### config.mk
export PLATFORM = sky130hd
export DESIGN_NAME = usb_charge_presence_qualifier
export DESIGN_NICKNAME = d
export VERILOG_FILES = /design/src/design/ucpq_pkg.sv /design/src/design/ucpq_step.sv /design/src/design/usb_charge_presence_qualifier.sv
export SDC_FILE = /design/constraint.sdc
export NUM_CORES = 1
export LEC_CHECK = 0
export BUFFER_PORTS_ARGS = -buffer_cell sky130_fd_sc_hd__buf_2
export CORE_MARGIN = 1
export CORE_UTILIZATION = 45
export DETAILED_ROUTE_END_ITERATION = 6
export GPL_ROUTABILITY_DRIVEN = 0
export PLACE_DENSITY = 0.69
export SLEW_MARGIN = 20
export SYNTH_ARGS = -nofsm -noshare
export SYNTH_HDL_FRONTEND = slang
export SYNTH_SLANG_ARGS = --single-unit
### constraint.sdc
create_clock -name clock -period 7.8 [get_ports clock]
set_input_delay 0.39 -clock clock [delete_from_list [all_inputs] [get_ports clock]]
set_output_delay 0.39 -clock clock [all_outputs]
set_load 0.005 [all_outputs]
### src/design/ucpq_pkg.sv
`timescale 1ns / 1ps
// Shared types and codes for the USB charge presence qualifier.
// No dependencies; used by ucpq_step and usb_charge_presence_qualifier.
package ucpq_pkg;

   localparam int unsigned COUNT_WIDTH     = 9;
   localparam int unsigned LIMIT_WIDTH     = 8;
   localparam int unsigned CSR_INDEX_WIDTH = 2;
   localparam int unsigned REQ_DATA_WIDTH  = 8;
   localparam int unsigned RSP_DATA_WIDTH  = 8;

   localparam logic [LIMIT_WIDTH-1:0] ONLINE_SETTLE_RESET = 8'd30;
   localparam logic [LIMIT_WIDTH-1:0] ABSENT_SETTLE_RESET = 8'd1;

   localparam logic [CSR_INDEX_WIDTH-1:0] CSR_ONLINE_SETTLE = 2'd0;
   localparam logic [CSR_INDEX_WIDTH-1:0] CSR_ABSENT_SETTLE = 2'd1;

   localparam logic [1:0] LINK_ONLINE   = 2'd1;
   localparam logic [1:0] LINK_POWER_ON = 2'd2;

   typedef enum logic [2:0] {
      STATUS_NONE        = 3'd0,
      STATUS_OFFLINE     = 3'd1,
      STATUS_CHARGING    = 3'd2,
      STATUS_NOT_CHARGING = 3'd3,
      STATUS_NOT_STABLE  = 3'd4,
      STATUS_HOLD        = 3'd5
   } status_type;

   typedef enum logic [1:0] {
      LAST_NONE         = 2'd0,
      LAST_CHARGING     = 2'd1,
      LAST_NOT_CHARGING = 2'd2,
      LAST_NOT_STABLE   = 2'd3
   } last_type;

   typedef struct packed {
      logic [COUNT_WIDTH-1:0] present_count;
      logic [COUNT_WIDTH-1:0] absent_online_count;
      logic [COUNT_WIDTH-1:0] absent_idle_count;
      logic                   charge_settled;
      last_type               last_reported;
   } qual_state_type;

endpackage

### src/design/ucpq_step.sv
`timescale 1ns / 1ps
// Next-state and status logic for one poll tick of the qualifier.
// Depends on ucpq_pkg.
module ucpq_step (
   input  ucpq_pkg::qual_state_type          cur,
   input  logic [1:0]                        link_state,
   input  logic                              supply_present,
   input  logic [ucpq_pkg::LIMIT_WIDTH-1:0]  online_limit,
   input  logic [ucpq_pkg::LIMIT_WIDTH-1:0]  absent_limit,
   output ucpq_pkg::qual_state_type          nxt,
   output ucpq_pkg::status_type              status
);

   logic [ucpq_pkg::COUNT_WIDTH-1:0] lim_on;
   logic [ucpq_pkg::COUNT_WIDTH-1:0] lim_off;

   assign lim_on  = {1'b0, online_limit};
   assign lim_off = {1'b0, absent_limit};

   always_comb begin
      logic [ucpq_pkg::COUNT_WIDTH-1:0] pc;
      logic [ucpq_pkg::COUNT_WIDTH-1:0] ac;
      ucpq_pkg::status_type             st;
      ucpq_pkg::last_type               code;
      logic                             reportable;

      nxt  = cur;
      st   = ucpq_pkg::STATUS_NONE;
      pc   = cur.present_count;
      ac   = '0;
      code = ucpq_pkg::LAST_NOT_STABLE;
      reportable = 1'b0;

      if (link_state inside {ucpq_pkg::LINK_ONLINE, ucpq_pkg::LINK_POWER_ON}) begin
         nxt.absent_idle_count = '0;
         // unplug flicker: drop a stale present count on an online link
         if (cur.last_reported == ucpq_pkg::LAST_CHARGING &&
             link_state == ucpq_pkg::LINK_ONLINE && !cur.charge_settled &&
             pc >= lim_on) begin
            pc = '0;
         end
         if (!supply_present) begin
            pc = '0;
            ac = cur.absent_online_count;
            if (ac < lim_off) begin
               ac = ac + 1'b1;
            end
            if (ac == lim_off) begin
               ac = ac + 1'b1;
               st = ucpq_pkg::STATUS_OFFLINE;
            end
            nxt.absent_online_count = ac;
         end else begin
            nxt.absent_online_count = '0;
            if (pc == '0) begin
               st = ucpq_pkg::STATUS_OFFLINE;
            end
            if (pc != '0 && pc < lim_on) begin
               pc = pc + 1'b1;
               st = ucpq_pkg::STATUS_NOT_STABLE;
            end
            if (pc == lim_on) begin
               pc = pc + 1'b1;
               nxt.charge_settled = 1'b1;
            end
         end
      end else begin
         nxt.absent_online_count = '0;
         if (supply_present) begin
            nxt.absent_idle_count = '0;
            if (pc < lim_on) begin
               pc = pc + 1'b1;
            end
            if (pc == lim_on) begin
               pc = pc + 1'b1;
               st = ucpq_pkg::STATUS_CHARGING;
            end
         end else begin
            pc = '0;
            ac = cur.absent_idle_count;
            if (ac < lim_off) begin
               ac = ac + 1'b1;
            end
            if (ac == lim_off) begin
               ac = ac + 1'b1;
               nxt.charge_settled = 1'b0;
               st = ucpq_pkg::STATUS_NOT_CHARGING;
            end
            nxt.absent_idle_count = ac;
         end
      end
      nxt.present_count = pc;

      if (nxt.charge_settled && cur.last_reported == ucpq_pkg::LAST_NOT_CHARGING) begin
         nxt.last_reported = ucpq_pkg::LAST_CHARGING;
      end

      case (st)
         ucpq_pkg::STATUS_CHARGING: begin
            code = ucpq_pkg::LAST_CHARGING;
            reportable = 1'b1;
         end
         ucpq_pkg::STATUS_NOT_CHARGING: begin
            code = ucpq_pkg::LAST_NOT_CHARGING;
            reportable = 1'b1;
         end
         ucpq_pkg::STATUS_NOT_STABLE: begin
            code = ucpq_pkg::LAST_NOT_STABLE;
            reportable = 1'b1;
         end
         default: begin
            code = ucpq_pkg::LAST_NOT_STABLE;
            reportable = 1'b0;
         end
      endcase

      if (reportable) begin
         if (nxt.last_reported == code) begin
            st = ucpq_pkg::STATUS_HOLD;
         end else begin
            nxt.last_reported = code;
         end
      end

      status = st;
   end

endmodule

### src/design/usb_charge_presence_qualifier.sv
`timescale 1ns / 1ps
// Top level of the USB charge presence qualifier: handshakes, settle
// registers and debounce state. Depends on ucpq_pkg and ucpq_step.
//
// One req item is one poll tick: link state and raw supply-present pin.
// Every item gives exactly one rsp item carrying the qualified status
// (none, offline, charging, not charging, not stable or hold).
// The status is in the rsp register at the edge after acceptance.
// Throughput is one item per cycle unless rsp stalls; the tick
// update is a single ucpq_step pass between the state registers.
// The csr channel writes the online and absent settle counts (index 0
// and 1); it is always ready and writes beyond the list are dropped.
// Settle counts should only change with no item in flight.
// Reset clears the debounce counters, the settled flag and the last
// report, loads settle counts of 30 and 1 and empties the rsp register.
// When the receiver stalls, the rsp register holds its item and req
// is taken only once that item leaves (in the same cycle is fine).
module usb_charge_presence_qualifier (
   input  logic                                  clock,
   input  logic                                  reset,
   input  logic                                  req_tvalid,
   output logic                                  req_tready,
   // [1:0] link_state, [2] supply_present, rest zero
   input  logic [ucpq_pkg::REQ_DATA_WIDTH-1:0]   req_tdata,
   output logic                                  rsp_tvalid,
   input  logic                                  rsp_tready,
   // [2:0] status, rest zero
   output logic [ucpq_pkg::RSP_DATA_WIDTH-1:0]   rsp_tdata,
   input  logic                                  csr_valid,
   output logic                                  csr_ready,
   input  logic [ucpq_pkg::CSR_INDEX_WIDTH-1:0]  csr_index,
   input  logic [ucpq_pkg::LIMIT_WIDTH-1:0]      csr_data
);

   ucpq_pkg::qual_state_type             state_ff;
   ucpq_pkg::qual_state_type             state_in;
   ucpq_pkg::status_type                 status_ff;
   ucpq_pkg::status_type                 status_in;
   logic                                 rsp_valid_ff;
   logic [ucpq_pkg::LIMIT_WIDTH-1:0]     online_limit_ff;
   logic [ucpq_pkg::LIMIT_WIDTH-1:0]     absent_limit_ff;
   logic                                 req_fire;

   assign req_tready = !rsp_valid_ff || rsp_tready;
   assign req_fire   = req_tvalid && req_tready;
   assign csr_ready  = 1'b1;
   assign rsp_tvalid = rsp_valid_ff;
   assign rsp_tdata  = {{(ucpq_pkg::RSP_DATA_WIDTH-3){1'b0}}, status_ff};

   ucpq_step u_step (
      .cur            (state_ff),
      .link_state     (req_tdata[1:0]),
      .supply_present (req_tdata[2]),
      .online_limit   (online_limit_ff),
      .absent_limit   (absent_limit_ff),
      .nxt            (state_in),
      .status         (status_in)
   );

   always_ff @(posedge clock) begin
      if (reset) begin
         state_ff        <= '0;
         rsp_valid_ff    <= 1'b0;
         online_limit_ff <= ucpq_pkg::ONLINE_SETTLE_RESET;
         absent_limit_ff <= ucpq_pkg::ABSENT_SETTLE_RESET;
      end else begin
         if (req_fire) begin
            state_ff     <= state_in;
            rsp_valid_ff <= 1'b1;
         end else if (rsp_tready) begin
            rsp_valid_ff <= 1'b0;
         end
         if (csr_valid && csr_ready) begin
            case (csr_index)
               ucpq_pkg::CSR_ONLINE_SETTLE: online_limit_ff <= csr_data;
               ucpq_pkg::CSR_ABSENT_SETTLE: absent_limit_ff <= csr_data;
               default: ;
            endcase
         end
      end
   end

   always_ff @(posedge clock) begin
      if (req_fire) begin
         status_ff <= status_in;
      end
   end

   // every accepted tick leaves a result in the rsp register
   a_fire_gives_rsp: assert property (@(posedge clock) disable iff (reset)
      req_fire |=> rsp_valid_ff)
      else $error("accepted item produced no result");

   a_status_legal: assert property (@(posedge clock) disable iff (reset)
      rsp_valid_ff |-> (status_ff != 3'd6 && status_ff != 3'd7))
      else $error("illegal status code");

   // hold needs an earlier report to repeat
   a_hold_has_history: assert property (@(posedge clock) disable iff (reset)
      req_fire |=> (status_ff != ucpq_pkg::STATUS_HOLD ||
                    $past(state_ff.last_reported) != ucpq_pkg::LAST_NONE))
      else $error("hold with nothing reported before");

   // offline only comes from an online or power-on link
   a_offline_on_link: assert property (@(posedge clock) disable iff (reset)
      req_fire |=> (status_ff != ucpq_pkg::STATUS_OFFLINE ||
                    $past(req_tdata[1:0]) == ucpq_pkg::LINK_ONLINE ||
                    $past(req_tdata[1:0]) == ucpq_pkg::LINK_POWER_ON))
      else $error("offline reported on idle link");

   // state only moves with an accepted item
   a_state_quiet: assert property (@(posedge clock) disable iff (reset)
      !req_fire |=> $stable(state_ff))
      else $error("debounce state changed without an item");

endmodule
==> metrics.md <==
| Metric | Value |
|---|---|
| Hold Startpoint | req_tvalid |
| CTS resizes | 0 |
| Die Height | roughly 110 um |
| Net count, final | around 800 |
| Register bit total from synthesis | 50 |
| Syn avg cell area | 7.53 um2 |
| CTS max path bufs | 2 |
| CP max FO | 11 |
| P_sw | ~0.23 mW |
| Worst Setup SP | online_limit_ff[3] |
| Pleak | between 2 and 2.5 nW |
| Skew-Pair Late Insertion Delay | approximately 0.30 ns |
| Crit end category | register |
| Vias in the first global route | 5501 |
| Post-route minimum period | ~5.7 ns |
| Fin. Hold Viols | 0 |
| Clock sink count | 50 |
| Max Clock Freq | between 150 and 200 MHz |
| CTS root buf | clkbuf_16 |
| Die footprint | approximately 13000 um2 |
| Area Growth Syn to Fin | 5.42% |
| Crit path DAT | a little under 6 ns |
| Power Internal | 0.454 mW |
| Routed len/inst | between 15 and 20 um |
| Setup Buffers After CTS | 0 |
| Netlist Area Pre-Place | 5730 um2 |
| Num ports | 34 |
| N_diodes | 0 |
| Status | finished clean |
| Setup crit start kind | register |
| Yosys warning count | 0 |
| Cell count after synthesis | roughly 760 |
| Hold buffer count at cts | 0 |
| Cell variety after synth | just over 90 |
| Total routing usage reported by global routing | between 20% and 30% |
| # DRC | 0 |
| Number of buffers added on ports | 22 |
| Initial core utilization | ~47% |
| Reg2Reg Launch Point | online_limit_ff[3] |
| Slowest-stage cell, CP | a2111oi_1 |
| H-Tree Depth | 2 |
| Remaining antenna violation count after routing | 0 |
| Max Slew Vio Count | 0 |
| Largest net degree at the start of global routing | 32 |
| Seq/Total Area, Yosys | 18.0% |
| Die X | roughly 110 um |
| Logic gate share of total power | between 20% and 30% |
| DRT Pass-1 Iters | 6 |
| Rows | 40 |
| CP required | a little under 8 ns |
| Worst clock skew | around 0.0076 ns |
| Slew HR | roughly half |
| CP dominant cell by count | nor2_1 |
| Crit path largest cell delay | 0.46 ns |
| Overflow after GRT | 0 |
| WHS | 0.326 ns |
| TritonCTS clock tree | done |
| Layout cell share with drive strength beyond 1 | approximately a tenth |
| Clock power share | 33.1% |
| Endpoints failing setup | 0 |
| RSZ-0062 raised after global routing | false |
| Commonest register cell after synthesis | dfxtp_1 |
| Sum Neg Setup Slack | 0 ns |
| Post-synth EDFFs | 3 |
| Core box area | ~12000 um2 |
| First-pass GRT wire length | 27.4 mm |
| Post-DP HPWL | between 10 and 15 mm |
| Slew at the pin closest to its max-slew limit | 0.737 ns |
| Sequential group share of total power | 40.8% |
| MaxCap Viol Count | 0 |
| Register clock-pin slew on the reported worst setup and hold paths | approximately 0.070 ns |
| Initial antenna violation count | 0 |
| Cts bufs inserted | 5 |
| Crit share post-route | between 70% and 80% |
| Hold crit path type | in -> reg |
| PD cells | about 110 nW/um2 |
| Switching Share | between 30% and 40% |
| Via density | 6.43 |
| Initial DRC Count | around 600 |
| Via Count | between 5000 and 6000 |
| Routed wire length | 16.8 mm |
| Maximum VDD drop | approximately 0.082 mV |
| Crit-path cells | clkinv_1 > ha_1 > nand4_1 > o221ai_1 > a21oi_1 > nor2_1 > nor2_1 > ha_1 > nand4_1 > o221a_2 > o211ai_2 > nor3_2 > xnor2_2 > nor2_1 > a2111oi_1 > o2111a_2 > nand2_4 > nor4_1 > xor2_1 > o22ai_1 |
| Ys async rst share | 0% |
| Worst setup path category | reg -> reg |
==> per-layer routing <==
layer  vias to the layer above  routed length [um]  global-route usage [%]
met5                         -                   0                       0
met4                         0                 445                    9.35
met3                        49                1460                    3.53
met2                       305                7600                    42.5
met1                      2816                7330                    34.9
li1                       2774                   -                       -
==> layout by cell type, fill, tap and decap left out, drive strengths merged, types with 16 or more instances in the layout <==
master	n
nand2	85
nor2	65
a21oi	50
xnor2	48
o21ai	48
dfxtp	47
inv	41
ha	39
nand3	32
buf	27
mux2i	20
nor3	19
nand4	16
==> worst paths after layout <==
| check | depth (start not counted) | end | slack [ns] |
|---|---|---|---|
| min reg2reg | 2 | rsp_tvalid | 0.52 |
| max reg2reg | 20 | state_ff[28] | 2.11 |
| min | 3 | rsp_tvalid | 0.33 |
| max | 20 | state_ff[28] | 2.11 |
==> stage by stage <==
stage / area [um2] / power, mW / util [%] / cells / setup WS, ns
detailed placement: 5890 / 0.460 / 48.3 / 917 / 2.30
global placement: 5890 / 0.454 / 48.3 / 917 / 2.42
global route: 6040 / 0.717 / 49.5 / 925 / 1.71
CTS: 6040 / 0.686 / 49.5 / 925 / 2.26
finish: 6040 / 0.685 / 49.5 / 925 / 2.11
floorplan: 5740 / 0.417 / - / 765 / 3.18
==> synthesized netlist by cell type, types with 6 or more instances <==
| master | number | area [um2] |
|---|---|---|
| a211o_1 | 7 | 61.3 |
| a21o_1 | 6 | 45.0 |
| a21oi_1 | 48 | 240 |
| a31oi_1 | 6 | 37.5 |
| and2_1 | 8 | 50.1 |
| and3_1 | 8 | 50.1 |
| buf_4 | 9 | 67.6 |
| clkbuf_1 | 27 | 101 |
| dfxtp_1 | 47 | 941 |
| ha_1 | 39 | 488 |
| inv_1 | 40 | 150 |
| mux2i_1 | 20 | 200 |
| nand2_1 | 84 | 315 |
| nand2b_1 | 8 | 50.1 |
| nand3_1 | 32 | 160 |
| nand4_1 | 15 | 93.8 |
| nor2_1 | 65 | 244 |
| nor2b_1 | 8 | 50.1 |
| nor3_1 | 15 | 75.1 |
| nor4_1 | 10 | 62.6 |
| o211ai_1 | 7 | 52.6 |
| o21ai_0 | 41 | 205 |
| o221ai_1 | 8 | 70.1 |
| o22ai_1 | 8 | 50.1 |
| or3_1 | 10 | 62.6 |
| xnor2_1 | 47 | 412 |
| xor2_1 | 13 | 114 |
==> cell type report <==
cell class                 instances  area (um2)
clock inverter                     3        21.3
timing repair buffer              27         148
tap                              168         210
multi-input combinational        629        4340
clock buffer                       5         125
inverter                          43         161
sequential                        50        1030
fill                            1218        6170
==> cell families (layout without fill, tap and decap cells) <==
logic type,after synthesis,after routing,share of synthesized area (%)
buf+inv,86,78,6.46
fa+ha+maj,39,39,8.52
xor+xnor,62,62,9.85
compound gates,201,201,25.5
mux,24,24,4.35
other cells,2,6,0.131
flops,50,50,18.0
simple gates,297,297,27.2
==> critical path: cells and delay by family (launching register included) <==
family	cells	cell delay (ns)
adders and majority gates	2	0.72
xor gates and xnor gates	2	0.34
DFF	1	0.44
AOI/OAI and AO/OA	7	2.16
buffers and inverters	1	0.33
and+or+nand+nor	8	1.58
==> flip-flops by register name (all words and copies together), names as in the netlist <==
register and flops:
online_limit_ff 8, status_ff 3, rsp_tvalid 1, absent_limit_ff 8, state_ff 30
==> power groups by stage <==
stage	clock (mW)	sequential [mW]	combinational, mW
6_report	0.227	0.280	0.179
3_3_place_gp	0	0.285	0.169
4_1_cts	0.231	0.279	0.176
3_5_place_dp	0	0.285	0.175
5_1_grt	0.241	0.281	0.195
2_1_floorplan	0	0.278	0.139
Note: power is estimated with default switching activity, not from simulation.
